==> src/hw/rtl/dslr_pkg.sv <==
// Shared types and constants of the double-step line rasterizer.
package dslr_pkg;

  localparam int unsigned COORD_W   = 7;
  localparam int unsigned COLOR_W   = 8;
  localparam int unsigned COUNT_W   = 3;
  localparam int unsigned DEC_W     = 11;
  localparam int unsigned STEPS_W   = 5;
  localparam int unsigned TAIL_W    = 2;
  localparam logic [TAIL_W-1:0] TAIL_MASK = 2'h3;

  localparam int unsigned QUEUE_DEPTH = 2;
  localparam int unsigned QUEUE_PTR_W = 1;
  localparam int unsigned QUEUE_CNT_W = 2;

  typedef logic [COORD_W-1:0] coord_t;

  // one line, as it arrives
  typedef struct packed {
    coord_t start_x;
    coord_t start_y;
    coord_t end_x;
    coord_t end_y;
  } line_item_t;

  // one group of up to four pixels
  typedef struct packed {
    coord_t                pixel_a_x;
    coord_t                pixel_a_y;
    coord_t                pixel_b_x;
    coord_t                pixel_b_y;
    coord_t                pixel_c_x;
    coord_t                pixel_c_y;
    coord_t                pixel_d_x;
    coord_t                pixel_d_y;
    logic [COUNT_W-1:0]    pixel_count;
    logic [COLOR_W-1:0]    pixel_color;
    logic                  last_of_line;
  } pixel_group_t;

  // classified line handed from the front end to the back end
  typedef struct packed {
    logic                     is_run;     // straight run or single point
    logic                     ymaj;       // y is the major axis
    logic                     ms_neg;     // minor axis decreasing
    logic                     steep;      // slope of one half or above
    coord_t                   f_maj;
    coord_t                   f_min;
    coord_t                   b_maj;
    coord_t                   b_min;
    logic signed [DEC_W-1:0]  decision;
    logic signed [DEC_W-1:0]  threshold;
    logic signed [DEC_W-1:0]  incr1;
    logic signed [DEC_W-1:0]  incr2;
    logic [STEPS_W-1:0]       steps;
    logic [TAIL_W-1:0]        tail;
  } line_desc_t;

endpackage

==> src/hw/rtl/dslr_front.sv <==
// Front end: accepts a line and classifies it into a rasterizer descriptor.
module dslr_front (
  input  dslr_pkg::line_item_t item_i,
  output dslr_pkg::line_desc_t desc_o
);

  logic                           sx, sy, ymaj, from_end, vert;
  dslr_pkg::coord_t               dx, dy, d_maj, d_min, dm1;
  dslr_pkg::coord_t               sxp, syp, exp_x, eyp;
  dslr_pkg::coord_t               lo, hi;
  logic signed [dslr_pkg::DEC_W-1:0] dmaj_w, dmin_w, incr2, thr, incr1;

  always_comb begin
    sx       = item_i.end_x < item_i.start_x;
    sy       = item_i.end_y < item_i.start_y;
    dx       = sx ? item_i.start_x - item_i.end_x : item_i.end_x - item_i.start_x;
    dy       = sy ? item_i.start_y - item_i.end_y : item_i.end_y - item_i.start_y;
    ymaj     = dy > dx;
    from_end = ymaj ? sy : sx;
    d_maj    = ymaj ? dy : dx;
    d_min    = ymaj ? dx : dy;
    sxp      = from_end ? item_i.end_x   : item_i.start_x;
    syp      = from_end ? item_i.end_y   : item_i.start_y;
    exp_x    = from_end ? item_i.start_x : item_i.end_x;
    eyp      = from_end ? item_i.start_y : item_i.end_y;

    dmaj_w = $signed({{(dslr_pkg::DEC_W-dslr_pkg::COORD_W){1'b0}}, d_maj});
    dmin_w = $signed({{(dslr_pkg::DEC_W-dslr_pkg::COORD_W){1'b0}}, d_min});
    incr2  = (dmin_w <<< 2) - (dmaj_w <<< 1);
    thr    = incr2[dslr_pkg::DEC_W-1] ? (dmin_w <<< 1) : ((dmin_w - dmaj_w) <<< 1);
    incr1  = thr <<< 1;
    dm1    = d_maj - 7'd1;

    vert = item_i.start_x == item_i.end_x;
    if (vert) begin
      lo = sy ? item_i.end_y : item_i.start_y;
      hi = sy ? item_i.start_y : item_i.end_y;
    end else begin
      lo = sx ? item_i.end_x : item_i.start_x;
      hi = sx ? item_i.start_x : item_i.end_x;
    end

    desc_o.is_run    = vert || (item_i.start_y == item_i.end_y);
    desc_o.ms_neg    = sx != sy;
    desc_o.steep     = !incr2[dslr_pkg::DEC_W-1];
    desc_o.threshold = thr;
    desc_o.incr1     = incr1;
    desc_o.incr2     = incr2;
    desc_o.decision  = incr2[dslr_pkg::DEC_W-1] ? incr1 - dmaj_w : incr1 + dmaj_w;
    desc_o.steps     = dm1[dslr_pkg::COORD_W-1:2];
    desc_o.tail      = dm1[dslr_pkg::TAIL_W-1:0] & dslr_pkg::TAIL_MASK;
    if (desc_o.is_run) begin
      desc_o.ymaj  = vert;
      desc_o.f_maj = lo;
      desc_o.b_maj = hi;
      desc_o.f_min = vert ? item_i.start_x : item_i.start_y;
      desc_o.b_min = vert ? item_i.start_x : item_i.start_y;
    end else begin
      desc_o.ymaj  = ymaj;
      desc_o.f_maj = ymaj ? syp : sxp;
      desc_o.f_min = ymaj ? sxp : syp;
      desc_o.b_maj = ymaj ? eyp : exp_x;
      desc_o.b_min = ymaj ? exp_x : eyp;
    end
  end

endmodule

==> src/hw/rtl/dslr_queue.sv <==
// Short descriptor queue between the front end and the back end.
module dslr_queue (
  input  logic                 clk_i,
  input  logic                 rst_ni,
  input  logic                 push_i,
  input  dslr_pkg::line_desc_t push_data_i,
  output logic                 full_o,
  input  logic                 pop_i,
  output logic                 empty_o,
  output dslr_pkg::line_desc_t pop_data_o
);

  dslr_pkg::line_desc_t entry_q [dslr_pkg::QUEUE_DEPTH];
  logic [dslr_pkg::QUEUE_PTR_W-1:0] wr_ptr_q, wr_ptr_d, rd_ptr_q, rd_ptr_d;
  logic [dslr_pkg::QUEUE_CNT_W-1:0] count_q, count_d;

  assign full_o     = count_q == dslr_pkg::QUEUE_CNT_W'(dslr_pkg::QUEUE_DEPTH);
  assign empty_o    = count_q == '0;
  assign pop_data_o = entry_q[rd_ptr_q];

  always_comb begin
    wr_ptr_d = wr_ptr_q + dslr_pkg::QUEUE_PTR_W'(push_i);
    rd_ptr_d = rd_ptr_q + dslr_pkg::QUEUE_PTR_W'(pop_i);
    count_d  = count_q + dslr_pkg::QUEUE_CNT_W'(push_i) - dslr_pkg::QUEUE_CNT_W'(pop_i);
  end

  always_ff @(posedge clk_i or negedge rst_ni) begin
    if (!rst_ni) begin
      wr_ptr_q <= '0;
      rd_ptr_q <= '0;
      count_q  <= '0;
    end else begin
      wr_ptr_q <= wr_ptr_d;
      rd_ptr_q <= rd_ptr_d;
      count_q  <= count_d;
    end
  end

  always_ff @(posedge clk_i) begin
    if (push_i) begin
      entry_q[wr_ptr_q] <= push_data_i;
    end
  end

endmodule

==> src/hw/rtl/dslr_back.sv <==
// Back end: steps through one line and emits pixel groups into an output register.
module dslr_back (
  input  logic                          clk_i,
  input  logic                          rst_ni,
  input  logic [dslr_pkg::COLOR_W-1:0]  pen_color_i,
  input  logic                          q_empty_i,
  input  dslr_pkg::line_desc_t          q_data_i,
  output logic                          q_pop_o,
  output logic                          out_valid_o,
  input  logic                          out_stall_i,
  output dslr_pkg::pixel_group_t        out_item_o
);

  localparam logic [2:0] PH_IDLE  = 3'd0;
  localparam logic [2:0] PH_RUN   = 3'd1;
  localparam logic [2:0] PH_FIRST = 3'd2;
  localparam logic [2:0] PH_STEP  = 3'd3;
  localparam logic [2:0] PH_TAIL  = 3'd4;

  localparam logic [1:0] PAT_FLAT  = 2'd0;  // offsets (0,0)
  localparam logic [1:0] PAT_LOW   = 2'd1;  // offsets (0,1)
  localparam logic [1:0] PAT_MID   = 2'd2;  // offsets (1,1)
  localparam logic [1:0] PAT_STEEP = 2'd3;  // offsets (1,2)

  logic [2:0]           phase_q, phase_d;
  dslr_pkg::line_desc_t ln_q, ln_d;
  logic                 out_valid_q, out_valid_d;
  dslr_pkg::pixel_group_t out_q, out_d;

  logic                 advance, emit, last;
  logic [1:0]           pat;
  dslr_pkg::coord_t     off1, off2, mb, rem;
  dslr_pkg::coord_t     maj [4];
  dslr_pkg::coord_t     mnr [4];
  dslr_pkg::coord_t     px  [4];
  dslr_pkg::coord_t     py  [4];
  logic [dslr_pkg::COUNT_W-1:0] cnt;

  assign advance     = !out_valid_q || !out_stall_i;
  assign emit        = advance && (phase_q != PH_IDLE);
  assign q_pop_o     = (phase_q == PH_IDLE) && !q_empty_i;
  assign out_valid_o = out_valid_q;
  assign out_item_o  = out_q;

  always_comb begin
    // pattern choice from the running decision value
    if (!ln_q.steep) begin
      if (ln_q.decision < 0)                   pat = PAT_FLAT;
      else if (ln_q.decision < ln_q.threshold) pat = PAT_LOW;
      else                                     pat = PAT_MID;
    end else begin
      if (ln_q.decision > 0)                   pat = PAT_STEEP;
      else if (ln_q.decision < ln_q.threshold) pat = PAT_LOW;
      else                                     pat = PAT_MID;
    end
    case (pat)
      PAT_FLAT:  begin off1 = 7'd0; off2 = 7'd0; end
      PAT_LOW:   begin off1 = 7'd0; off2 = 7'd1; end
      PAT_MID:   begin off1 = 7'd1; off2 = 7'd1; end
      PAT_STEEP: begin off1 = 7'd1; off2 = 7'd2; end
      default:   begin off1 = 7'd0; off2 = 7'd0; end
    endcase
    // backward tail pixel: steep branch with the middle pattern steps only past c
    mb = off1;
    if (ln_q.steep && (pat == PAT_MID) && !(ln_q.decision > ln_q.threshold)) begin
      mb = 7'd0;
    end

    rem     = ln_q.b_maj - ln_q.f_maj;
    ln_d    = ln_q;
    phase_d = phase_q;
    last    = 1'b0;
    cnt     = 3'd0;
    for (int i = 0; i < 4; i++) begin
      maj[i] = '0;
      mnr[i] = '0;
    end

    case (phase_q)
      PH_IDLE: begin
        if (!q_empty_i) begin
          ln_d    = q_data_i;
          phase_d = q_data_i.is_run ? PH_RUN : PH_FIRST;
        end
      end
      PH_RUN: begin
        cnt  = (rem >= 7'd3) ? 3'd4 : dslr_pkg::COUNT_W'(rem + 7'd1);
        last = rem <= 7'd3;
        for (int i = 0; i < 4; i++) begin
          maj[i] = ln_q.f_maj + 7'(i);
          mnr[i] = ln_q.f_min;
        end
        if (emit) begin
          ln_d.f_maj = ln_q.f_maj + 7'd4;
          if (last) phase_d = PH_IDLE;
        end
      end
      PH_FIRST: begin
        cnt    = 3'd2;
        last   = (ln_q.steps == '0) && (ln_q.tail == '0);
        maj[0] = ln_q.f_maj;
        mnr[0] = ln_q.f_min;
        maj[1] = ln_q.b_maj;
        mnr[1] = ln_q.b_min;
        if (emit) begin
          if (last)                    phase_d = PH_IDLE;
          else if (ln_q.steps != '0)   phase_d = PH_STEP;
          else                         phase_d = PH_TAIL;
        end
      end
      PH_STEP: begin
        cnt    = 3'd4;
        last   = (ln_q.steps == 5'd1) && (ln_q.tail == '0);
        maj[0] = ln_q.f_maj + 7'd1;
        mnr[0] = ln_q.ms_neg ? ln_q.f_min - off1 : ln_q.f_min + off1;
        maj[1] = ln_q.f_maj + 7'd2;
        mnr[1] = ln_q.ms_neg ? ln_q.f_min - off2 : ln_q.f_min + off2;
        maj[2] = ln_q.b_maj - 7'd1;
        mnr[2] = ln_q.ms_neg ? ln_q.b_min + off1 : ln_q.b_min - off1;
        maj[3] = ln_q.b_maj - 7'd2;
        mnr[3] = ln_q.ms_neg ? ln_q.b_min + off2 : ln_q.b_min - off2;
        if (emit) begin
          ln_d.f_maj    = maj[1];
          ln_d.f_min    = mnr[1];
          ln_d.b_maj    = maj[3];
          ln_d.b_min    = mnr[3];
          ln_d.decision = ln_q.decision +
                          (((pat == PAT_FLAT) || (pat == PAT_STEEP)) ? ln_q.incr1 : ln_q.incr2);
          ln_d.steps    = ln_q.steps - 5'd1;
          if (ln_q.steps == 5'd1) begin
            phase_d = (ln_q.tail == '0) ? PH_IDLE : PH_TAIL;
          end
        end
      end
      PH_TAIL: begin
        cnt    = {1'b0, ln_q.tail};
        last   = 1'b1;
        maj[0] = ln_q.f_maj + 7'd1;
        mnr[0] = ln_q.ms_neg ? ln_q.f_min - off1 : ln_q.f_min + off1;
        maj[1] = ln_q.f_maj + 7'd2;
        mnr[1] = ln_q.ms_neg ? ln_q.f_min - off2 : ln_q.f_min + off2;
        maj[2] = ln_q.b_maj - 7'd1;
        mnr[2] = ln_q.ms_neg ? ln_q.b_min + mb : ln_q.b_min - mb;
        if (emit) phase_d = PH_IDLE;
      end
      default: begin
        phase_d = PH_IDLE;
      end
    endcase

    // axis mapping and zeroing of unused slots
    for (int i = 0; i < 4; i++) begin
      if (3'(i) < cnt) begin
        px[i] = ln_q.ymaj ? mnr[i] : maj[i];
        py[i] = ln_q.ymaj ? maj[i] : mnr[i];
      end else begin
        px[i] = '0;
        py[i] = '0;
      end
    end

    out_valid_d = out_valid_q;
    out_d       = out_q;
    if (advance) begin
      out_valid_d = emit;
    end
    if (emit) begin
      out_d.pixel_a_x    = px[0];
      out_d.pixel_a_y    = py[0];
      out_d.pixel_b_x    = px[1];
      out_d.pixel_b_y    = py[1];
      out_d.pixel_c_x    = px[2];
      out_d.pixel_c_y    = py[2];
      out_d.pixel_d_x    = px[3];
      out_d.pixel_d_y    = py[3];
      out_d.pixel_count  = cnt;
      out_d.pixel_color  = pen_color_i;
      out_d.last_of_line = last;
    end
  end

  always_ff @(posedge clk_i or negedge rst_ni) begin
    if (!rst_ni) begin
      phase_q     <= PH_IDLE;
      out_valid_q <= 1'b0;
    end else begin
      phase_q     <= phase_d;
      out_valid_q <= out_valid_d;
    end
  end

  always_ff @(posedge clk_i) begin
    ln_q  <= ln_d;
    out_q <= out_d;
  end

endmodule

==> src/hw/rtl/double_step_line_rasterizer_unit.sv <==
// Top level of the double-step line rasterizer.
//
// Usage:
//   in channel  : one transaction is one line (two endpoints, 7-bit coords),
//                 taken when in_valid_i is high and in_stall_o is low.
//   out channel : one transaction is a group of 1 to 4 pixels plus the pen
//                 color; last_of_line marks the final group of a line.
//   cfg channel : writes pen_color, taken on cfg_valid_i && cfg_ready_o.
// A taken line passes the descriptor queue and the back end's line register
//   before its first group reaches the output register. A line has at most
//   33 groups; after a load state the stepping sequencer gives one per cycle
//   unless stalled, and the two-entry descriptor queue takes lines meanwhile.
// Reset clears the queue, the sequencer and the output valid; pen color
//   resets to zero.
// When out_stall_i is high while a group is held, it stays put and stepping
//   pauses; in_stall_o rises only once the descriptor queue is full.
module double_step_line_rasterizer_unit (
  input  logic                         clk_i,
  input  logic                         rst_ni,
  input  logic                         in_valid_i,
  output logic                         in_stall_o,
  input  dslr_pkg::line_item_t         in_item_i,
  output logic                         out_valid_o,
  input  logic                         out_stall_i,
  output dslr_pkg::pixel_group_t       out_item_o,
  input  logic                         cfg_valid_i,
  output logic                         cfg_ready_o,
  input  logic [dslr_pkg::COLOR_W-1:0] cfg_data_i
);

  logic [dslr_pkg::COLOR_W-1:0] pen_color_q;
  dslr_pkg::line_desc_t         front_desc, q_desc;
  logic                         q_full, q_empty, q_pop, q_push;

  // pen color register; always ready; to be written only between lines, which the block does not enforce
  assign cfg_ready_o = 1'b1;

  always_ff @(posedge clk_i or negedge rst_ni) begin
    if (!rst_ni) begin
      pen_color_q <= '0;
    end else if (cfg_valid_i) begin
      pen_color_q <= cfg_data_i;
    end
  end

  // front end: classify line (run or slanted) and derive its step setup
  dslr_front u_front (
    .item_i (in_item_i),
    .desc_o (front_desc)
  );

  assign in_stall_o = q_full;
  assign q_push     = in_valid_i && !q_full;

  dslr_queue u_queue (
    .clk_i       (clk_i),
    .rst_ni      (rst_ni),
    .push_i      (q_push),
    .push_data_i (front_desc),
    .full_o      (q_full),
    .pop_i       (q_pop),
    .empty_o     (q_empty),
    .pop_data_o  (q_desc)
  );

  // back end: one pixel group per cycle into the output register while not stalled
  dslr_back u_back (
    .clk_i       (clk_i),
    .rst_ni      (rst_ni),
    .pen_color_i (pen_color_q),
    .q_empty_i   (q_empty),
    .q_data_i    (q_desc),
    .q_pop_o     (q_pop),
    .out_valid_o (out_valid_o),
    .out_stall_i (out_stall_i),
    .out_item_o  (out_item_o)
  );

endmodule

==> config.mk <==
export PLATFORM = sky130hd
export DESIGN_NAME = double_step_line_rasterizer_unit
export DESIGN_NICKNAME = d
export VERILOG_FILES = /design/src/hw/rtl/dslr_pkg.sv /design/src/hw/rtl/dslr_front.sv /design/src/hw/rtl/dslr_queue.sv /design/src/hw/rtl/dslr_back.sv /design/src/hw/rtl/double_step_line_rasterizer_unit.sv
export SDC_FILE = /design/constraint.sdc
export NUM_CORES = 1
export LEC_CHECK = 0
export ABC_AREA = 1
export BUFFER_PORTS_ARGS = -buffer_cell sky130_fd_sc_hd__buf_4
export CORE_MARGIN = 3
export CORE_UTILIZATION = 60
export CTS_CLUSTER_SIZE = 20
export DETAILED_ROUTE_END_ITERATION = 6
export PLACE_DENSITY = 0.79
export SLEW_MARGIN = 20
export SYNTH_ARGS = -nofsm -noshare
export SYNTH_HDL_FRONTEND = slang
export SYNTH_SLANG_ARGS = --single-unit
==> constraint.sdc <==
create_clock -name clk_i -period 12.3 [get_ports clk_i]
set_clock_uncertainty 0.2 [all_clocks]
set_input_delay 1.23 -clock clk_i [delete_from_list [all_inputs] [get_ports clk_i]]
set_output_delay 1.23 -clock clk_i [all_outputs]
set_load 0.02 [all_outputs]
==> impl_results.md, run 1 <==
* Total track usage at between 20 and 30%
* ANT cells at 0
* Compound-Gate Fraction of Synth Area at between 10% and 20%
* Crit Reg-Reg Startpoint: u_back.ln_q[42]
* Critical-path maximum fanout at 22
* # clock sinks at ~280
* XOR/XNOR Fraction of Synth Area at 2.86%
* Core ar. at between 20,000 and 30,000 um^2
* Yosys warns at 0
* Area contributors post-synth: edfxtp_1 44%, nand2_1 10%, ha_1 8.1%
* Via count at approximately 15,000
* Vias/cell at around 5.9
* Fillers at around 2,400
* Number of post-CTS setup repair buffers at 0
* GP Congestion at a little over 1
* Simple-Gate Fraction of Synth Area at roughly a fifth
* Grt ovf at 0
* Row count at between 60 and 70
* Slowest CP cell: ha_1
* Setup violators final at 0
* Critical path class: in2reg
* Post-Syn Instances at between 2,000 and 2,500
* Crit. Startpoint: in_item_i[4]
* Setup TNS at 0 ps
* Area share of the largest cell type after synthesis at a little over two fifths
* Largest net degree at the start of global routing at 69
* Initial Util at about three fifths
* Fin. max-slew vios at 0
* CTS tree: yes
* Largest area contributor in the netlist: edfxtp_1
* Post-CTS Resized at 0
* Multi-input logic area at ~8700 um^2
* Clock buffer depth at 3
* Drc violations at 0
* Post-Syn Area per Cell at about 9 um^2
* Fraction of layout cells with a size suffix above 1 at 12.3%
* Die H at between 150 and 200 um
* Vias in the first global route at ~14,000
* EDFF count, synth at 266
* Later-pin clock latency in the skew report at roughly 550 ps
* Die Footprint at about 33,000 um^2
* Post-synthesis mux area share at roughly 1.7%
* Top_reg_cell synth: edfxtp_1
* Crit path arrival time at a little over 8000 ps
* Synth-to-layout area growth at 11.4%
* Largest family of logic cells by synthesized area: simple AND/OR/NAND/NOR gates
* CP most frequent cell: inv_1
* Critical Path Sink Type: flop
* Actual slew at the worst max-slew pin at approximately 900 ps
* Initial antenna violation count at 2
* H-tree Lvls at 1
* Yosys cell types at slightly below 60
* Syn_nets at about 2,200
* Initial DRC count at ~1,600
* CTS Buf Count at 28
* Post-CTS Hold Buffers at 0
* Crit share post-route at between 60% and 70%
* Slew margin rel. at about two fifths
* RSZ-0062 raised after global routing: false
* CTS root buf: clkbuf_16
* Per-cell routed wire length at between 15 and 20 um
* Worst min path class: reg2reg
* Data required time of the critical path at around 12,000 ps
* Hold_sp: pen_color_q[6]
* Fin crit period at 8190 ps
* CP max stage delay at between 400 and 500 ps
* Sequential Area at roughly 8400 um^2
* DR pass1 iterations at 7
* Die width at between 150 and 200 um
* Status: complete, no violations
* DP Area at 19,400 um^2
* Synth Register Bits at approximately 280
* I/O Pins at 112
* Async S/R FF share, synth at around 5.7%
* Port bufs at 110
* Final #Nets at 2,320
* Post-Synth Adder-Cell Area at 9.38%
* Hpwl dp at roughly 37,000 um
* Count leader, synth: nand2_1
* Dpl ws at ~3700 ps
* Netlist Area Pre-Place at 18,300 um^2
* DRT antenna net count at 0
* Maxcap violations at 0
* Final hold vios at 0
* Final WS setup at around 4000 ps
* Clock-pin transition on the worst setup and hold timing paths at 60 ps
* DRT Wirelength at roughly 49,000 um
* First-pass GRT wire length at slightly below 80,000 um
* CP Launch Type: input port
* Top cells by count, synth: 496 x nand2_1, 266 x edfxtp_1, 223 x inv_1, 189 x nor2_1, 157 x o21ai_0
* Finished layout cell area at 20,400 um^2
* Fmax at between 0.1 and 0.15 GHz
* Post-synthesis sequential area ratio at between 40% and 50%
## layout by cell type (no fill, tap or decap), types with 47 or more instances in the layout
cell / n
inv_1: 223
nand3_1: 76
buf_4: 128
o21ai_0: 157
a21oi_1: 93
ha_1: 116
nand2_1: 496
o221ai_1: 47
nor2_1: 186
edfxtp_1: 266
## area by class of cell
cell class              instances  area share [%]
flip-flops and latches        282            41.1
repair buffers                128            4.71
clock buffers                  31            3.60
multi-input cells            1472            42.6
well taps                     390            2.39
clock inverters                21            1.14
inverters                     237            4.40
## worst paths after layout
kind	to	slack, ps	cells after the start
max	u_queue.entry_q[0][46]	4110	41
min	u_back.out_item_o[7]	250	0
max reg2reg	u_back.ln_q[50]	7300	26
min reg2reg	u_back.out_item_o[7]	250	0
max in group asynchronous	u_queue.rd_ptr_q	11360	1
min in group asynchronous	pen_color_q[5]	340	1
## metal layers
metal	global-route usage, %	up-vias	wire length (um)
li1	-	7254	-
met1	40.0	6981	20200
met2	47.8	764	22400
met3	4.26	121	4170
met4	11.3	0	1990
met5	0	-	0
## logic make-up after synthesis
group           Yosys count
compound gates          407
xor+xnor                 59
fa+ha+maj               130
buf+inv                 314
flops                   282
mux                      31
other cells               1
simple gates            844
## worst max-delay path, delay by kind of cell
family          cells  cell delay [ps]
xor+xnor            2              440
fa+ha+maj           4             1460
buf+inv            10             1340
compound gates     11             2030
simple gates       14             1800
## state kept, by name, summed over array words and instances (netlist names)
signal              flops
u_queue.wr_ptr_q        1
u_queue.rd_ptr_q        1
pen_color_q             8
u_back.out_valid_o      1
u_back.phase_q          3
u_back.out_item_o      68
u_back.ln_q            66
u_queue.entry_q       132
u_queue.count_q         2
## through the flow
stage               cells  hold WS, ps  utilization, %
finish               2561          248            68.3
CTS                  2561          247            68.3
global placement     2509          228            65.0
floorplan            2068          221               -
global route         2561          265            68.3
detailed placement   2509          233            65.0
Power of run 1 is not shown: default switching activity piles up to over one toggle a cycle in this logic, so the estimate is an artifact.
==> run 2, diff against run 1 <==
==> constraint.sdc (replaced) <==
create_clock -name clk_i -period 8.1 [get_ports clk_i]
set_clock_uncertainty 0.2 [all_clocks]
set_input_delay 0.81 -clock clk_i [delete_from_list [all_inputs] [get_ports clk_i]]
set_output_delay 0.81 -clock clk_i [all_outputs]
set_load 0.02 [all_outputs]
==> run 2 against run 1 <==
Register-to-register slack lost 4300 ps. Via count grew 1.7%. Flip-flop and latch count is the same. Global-route usage grew 1.4 points. Routed wire length grew 4.7%. Critical endpoint is now u_queue.entry_q[1][46].
==> impl_results.md, run 2 (synthesis results as in run 1) <==
* Synth-to-layout area growth at 11.1% (was 11.4%)
* Data required time of the critical path at 8200 ps (was 12,400 ps)
* Die H at 181 um (unchanged)
* Slowest CP cell: ha_1 (unchanged)
* Setup violators final at 0 (unchanged)
* ANT cells at 0 (unchanged)
* First-pass GRT wire length at 80,700 um (was 77,200 um)
* RSZ-0062 raised after global routing: false (unchanged)
* Worst Setup EP: u_queue.entry_q[1][46] (was u_queue.entry_q[0][46])
* Number of post-CTS setup repair buffers at 0 (unchanged)
* Via count at 15,373 (was 15,120)
* Grt ovf at 0 (unchanged)
* Final #Nets at 2,326 (was 2,320)
* # clock sinks at 282 (unchanged)
* Finished layout cell area at 20,300 um^2 (was 20,400 um^2)
* DRT Wirelength at 51,000 um (was 48,800 um)
* Maxcap violations at 0 (unchanged)
* Fraction of layout cells with a size suffix above 1 at 12.1% (was 12.3%)
* Hpwl dp at 38,900 um (was 36,900 um)
* CTS root buf: clkbuf_16 (unchanged)
* Fin. max-slew vios at 0 (unchanged)
* Worst min path class: reg2reg (unchanged)
* Setup TNS at 0 ps (unchanged)
* Multi-input logic area at 8690 um^2 (unchanged)
* Fmax at ~0.14 GHz
* I/O Pins at 112 (unchanged)
* Die width at 181 um (unchanged)
* CP Launch Type: input port (unchanged)
* Reg2Reg Depth at 29 (was 26)
* CP most frequent cell: inv_1 (unchanged)
* Max FFs per register at 132 (unchanged)
* Critical-path maximum fanout at 24 (was 22)
* Placed Cells incl. Taps at 2,515 (was 2,509)
* Die Footprint at 32,600 um^2 (unchanged)
* Port bufs at 110 (unchanged)
* Crit Reg-Reg Startpoint: u_back.ln_q[38] (was u_back.ln_q[42])
* Final hold vios at 0 (unchanged)
* Largest net degree at the start of global routing at 69 (unchanged)
* GP Congestion at 0.982 (was 1.02)
* Crit share post-route at between 80% and 90%
* H-tree Lvls at 1 (unchanged)
* CP max stage delay at 450 ps (was 410 ps)
* DR pass1 iterations at 6 (was 7)
* Critical path class: in2reg (unchanged)
* Clock buffer depth at 3 (unchanged)
* Biggest register: u_queue.entry_q (unchanged)
* CTS tree: yes (unchanged)
* Drc violations at 0 (unchanged)
* Reg2Reg Setup Slack at 3000 ps (was 7300 ps)
* Vias in the first global route at 14,760 (was 14,422)
* Vias/cell at 5.99 (was 5.90)
* Initial Util at 61.3% (unchanged)
* Post-CTS Hold Buffers at 1 (was 0)
* Post-layout utilization of the core at 68.1% (was 68.3%)
* Initial DRC count at 1,801 (was 1,600)
* FF-to-FF End: u_back.ln_q[50] (unchanged)
* Slew margin rel. at 27.6% (was 39.5%)
* Most frequent cells in the layout: 496 x nand2_1, 266 x edfxtp_1, 223 x inv_1 (unchanged)
* Sequential Area at 8390 um^2 (unchanged)
* Actual slew at the worst max-slew pin at 1080 ps (was 907 ps)
* Later-pin clock latency in the skew report at 550 ps (about the same)
* CTS Buf Count at 27 (was 28)
* Fin crit period at 7270 ps
* DP Area at 19,500 um^2 (was 19,400 um^2)
* Post-CTS Resized at 0 (unchanged)
* Fillers at 2,381 (was 2,363)
* Initial antenna violation count at 0 (was 2)
* Per-cell routed wire length at 19.9 um (was 19.0 um)
* Crit path arrival time at 7370 ps (was 8300 ps)
* Clock-pin transition on the worst setup and hold timing paths at 70 ps (was 60 ps)
* Row count at 63 (unchanged)
* DRT antenna net count at 0 (unchanged)
* Most common cell after layout, fill and taps aside: nand2_1 (unchanged)
* Core ar. at 29,900 um^2 (unchanged)
* Total track usage at 30.7% (was 29.3%)
* Crit. Startpoint: in_item_i[12] (was in_item_i[4])
* Critical Path Sink Type: flop (unchanged)
* Non-Filler Instances at 2,566 (was 2,561)
* Status: complete, no violations (unchanged)
-- run 2: cell count changes in the layout (fill, tap and decap cells not counted), sizes merged --
cell,change
clkinv,-1
bufinv,-1
buf,+6
inv,+1
clkinvlp,-5
dlygate4sd3,+1
clkbuf,+4
-- run 2: how the worst min path moves through the flow --
stage | start | end | depth (start not counted)
after CTS | pen_color_q[1] | u_back.out_item_o[2] | 0
after global placement | pen_color_q[3] | u_back.out_item_o[4] | 0
after global routing | pen_color_q[1] | u_back.out_item_o[2] | 0
after detailed placement | pen_color_q[1] | u_back.out_item_o[2] | 0
after floorplan | pen_color_q[0] | u_back.out_item_o[1] | 0
final | pen_color_q[7] | u_back.out_item_o[8] | 0
-- run 2: per-layer routing --
layer / vias to the layer above / GRT usage (%) / share of wire (%)
li1: 7258 / - / -
met1: 7173 / 41.3 / 41
met4: 0 / 11.1 / 4.1
met2: 821 / 51.7 / 47
met5: - / 0 / 0
met3: 121 / 3.59 / 8.0
-- run 2: cell type report --
| type | instances | area share [%] |
|---|---|---|
| Sequential cell | 282 | 41.2 |
| Tap cell | 390 | 2.40 |
| Inverter | 237 | 4.41 |
| Clock inverter | 15 | 0.769 |
| Clock buffer | 35 | 3.47 |
| Multi-Input combinational cell | 1472 | 42.7 |
| Timing Repair Buffer | 135 | 4.99 |
-- run 2: critical path, delay by kind of cell --
kind,cells,cell delay [ps]
xor+xnor,1,130
fa+ha+maj,4,1490
compound gates,11,1990
buf+inv,11,1270
simple gates,13,1680
-- run 2: per-stage QoR --
stage,hold slack [ps],setup WS (ps)
floorplan,221,1330
global placement,222,433
detailed placement,234,354
CTS,248,913
global route,260,291
finish,247,830
Power of run 2 is left out for the same reason.
==> run 3, diff against run 2 <==
--- a/config.mk
+++ b/config.mk
@@ -6,7 +6,7 @@
 export NUM_CORES = 1
 export LEC_CHECK = 0
 export ABC_AREA = 1
-export BUFFER_PORTS_ARGS = -buffer_cell sky130_fd_sc_hd__buf_4
+export BUFFER_PORTS_ARGS = -buffer_cell sky130_fd_sc_hd__buf_2
 export CORE_MARGIN = 3
 export CORE_UTILIZATION = 60
 export CTS_CLUSTER_SIZE = 20
==> run 3 against run 2 <==
Final cell count unchanged. Final area down 0.80%. Via count down 1.5%. Sequential share of layout area up 0.33 points. Routed wire length shrank 2.4%. Worst setup slack worse by 54 ps. Critical path depth is 1 higher. Utilization down 0.54 points. Global-route usage fell by 0.74 points. Highest routed layer unchanged. Non-clock buffer count rose by 1.
==> impl_results.md, run 3 (synthesis results as in run 1) <==
* Status: complete, no violations (unchanged)
* DP Area at 19,200 um^2 (was 19,500 um^2)
* Non-Filler Instances at 2,566 (unchanged)
* Die width at 181 um (unchanged)
* DRT Wirelength at 49,800 um (was 51,000 um)
* Via count at 15,142 (was 15,373)
* CTS Buf Count at 28 (was 27)
* Per-cell routed wire length at 19.4 um (was 19.9 um)
* Vias/cell at 5.90 (was 5.99)
* Final hold vios at 0 (unchanged)
* Core ar. at 29,900 um^2 (unchanged)
* Setup TNS at 0 ps (unchanged)
* Hold_sp: pen_color_q[0] (was pen_color_q[7])
* Fraction of layout cells with a size suffix above 1 at 12.5% (was 12.1%)
* Total track usage at 30.0% (was 30.7%)
* I/O Pins at 112 (unchanged)
* Actual slew at the worst max-slew pin at 1080 ps (about the same)
* Initial antenna violation count at 1 (was 0)
* Final #Nets at 2,328 (was 2,326)
* DR pass1 iterations at 6 (unchanged)
* Most common cell after layout, fill and taps aside: nand2_1 (unchanged)
* CP most frequent cell: inv_1 (unchanged)
* Critical-path maximum fanout at 20 (was 24)
* Synth-to-layout area growth at 10.2% (was 11.1%)
* Clock-pin transition on the worst setup and hold timing paths at 60 ps (was 70 ps)
* Grt ovf at 0 (unchanged)
* Biggest register: u_queue.entry_q (unchanged)
* GP Congestion at 1.02 (was 0.982)
* Critical path class: in2reg (unchanged)
* Row count at 63 (unchanged)
* Clock buffer depth at 3 (unchanged)
* Most frequent cells in the layout: 496 x nand2_1, 266 x edfxtp_1, 223 x inv_1 (unchanged)
* H-tree Lvls at 1 (unchanged)
* Later-pin clock latency in the skew report at 540 ps (was 550 ps)
* Fin. max-slew vios at 0 (unchanged)
* Crit path arrival time at 7420 ps (was 7370 ps)
* Worst min path class: reg2reg (unchanged)
* # clock sinks at 282 (unchanged)
* Fin crit period at 7320 ps (was 7270 ps)
* Setup violators final at 0 (unchanged)
* CP Launch Type: input port (unchanged)
* Data required time of the critical path at 8190 ps (was 8200 ps)
* DRT antenna net count at 0 (unchanged)
* Drc violations at 0 (unchanged)
* Initial Util at 61.3% (unchanged)
* Slowest CP cell: ha_1 (unchanged)
* Fmax at 0.137 GHz (was 0.138 GHz)
* Initial DRC count at 1,456 (was 1,801)
* Port bufs at 110 (unchanged)
* Die H at 181 um (unchanged)
* ANT cells at 0 (unchanged)
* CTS tree: yes (unchanged)
* Finished layout cell area at 20,200 um^2 (was 20,300 um^2)
* Crit. Startpoint: in_item_i[4] (was in_item_i[12])
* Critical Path Sink Type: flop (unchanged)
* Largest net degree at the start of global routing at 69 (unchanged)
* Maxcap violations at 0 (unchanged)
* Vias in the first global route at 14,315 (was 14,760)
* Die Footprint at 32,600 um^2 (unchanged)
* Max FFs per register at 132 (unchanged)
* CP max stage delay at 400 ps (was 450 ps)
* CTS root buf: clkbuf_16 (unchanged)
* Placed Cells incl. Taps at 2,516 (was 2,515)
* RSZ-0062 raised after global routing: false (unchanged)
* First-pass GRT wire length at 78,200 um (was 80,700 um)
* Crit share post-route at 90.4% (was 89.7%)
* Slew margin rel. at 27.7% (was 27.6%)
* Crit Reg-Reg Startpoint: u_back.ln_q[46] (was u_back.ln_q[38])
* Hpwl dp at 37,600 um (was 38,900 um)
-- run 3: changes by cell type in the layout (fill, tap and decap cells not counted), sizes merged --
cell / before / now
inv: 235 / 232
clkinvlp: 0 / 2
clkinv: 14 / 12
buf: 134 / 135
bufinv: 3 / 5
-- run 3: repair_timing --
item,CTS,global route
endpoints found under the setup margin,0,2
resized for setup,0,4
setup buffers,0,0
hold buffers,1,0
hold endpoints to repair,16,0
-- run 3: worst paths after layout --
path / to / slack, ps / cells past startpoint
max in group asynchronous: u_queue.rd_ptr_q / 6850 / 2
max reg2reg: u_back.ln_q[50] / 3080 / 26
max: u_queue.entry_q[0][46] / 780 / 41
min: u_back.out_item_o[1] / 240 / 0
min in group asynchronous: u_queue.wr_ptr_q / 560 / 2
min reg2reg: u_back.out_item_o[1] / 240 / 0
-- run 3: metrics by stage --
step                      setup slack, ps  hold WS (ps)  utilization [%]
after CTS                             710           239             67.5
after global routing                 34.9           258             67.6
after global placement                331           226             64.3
final                                 776           243             67.6
after detailed placement              208           228             64.3
after floorplan                      1330           221                -
-- run 3: critical path, delay by kind of cell --
family | cells | cell delay [ps]
compound gates | 11 | 1930
simple gates | 14 | 1590
fa+ha+maj | 4 | 1490
buf+inv | 10 | 1110
xor+xnor | 2 | 470
-- run 3: layout make-up --
cell class,count,area [um^2]
repair buffers,136,748
flip-flops and latches,282,8390
clock inverters,14,210
inverters,237,898
well taps,390,488
clock buffers,35,748
fillers,2359,9690
multi-input cells,1472,8700
-- run 3: routing by layer --
layer | vias to the layer above | global-route usage [%] | routed length, um
li1 | 7257 | - | -
met1 | 7048 | 39.7 | 20100
met2 | 716 | 50.0 | 23400
met3 | 121 | 3.75 | 3810
met4 | 0 | 12.9 | 2520
met5 | - | 0 | 0
Power of run 3 is left out for the same reason.
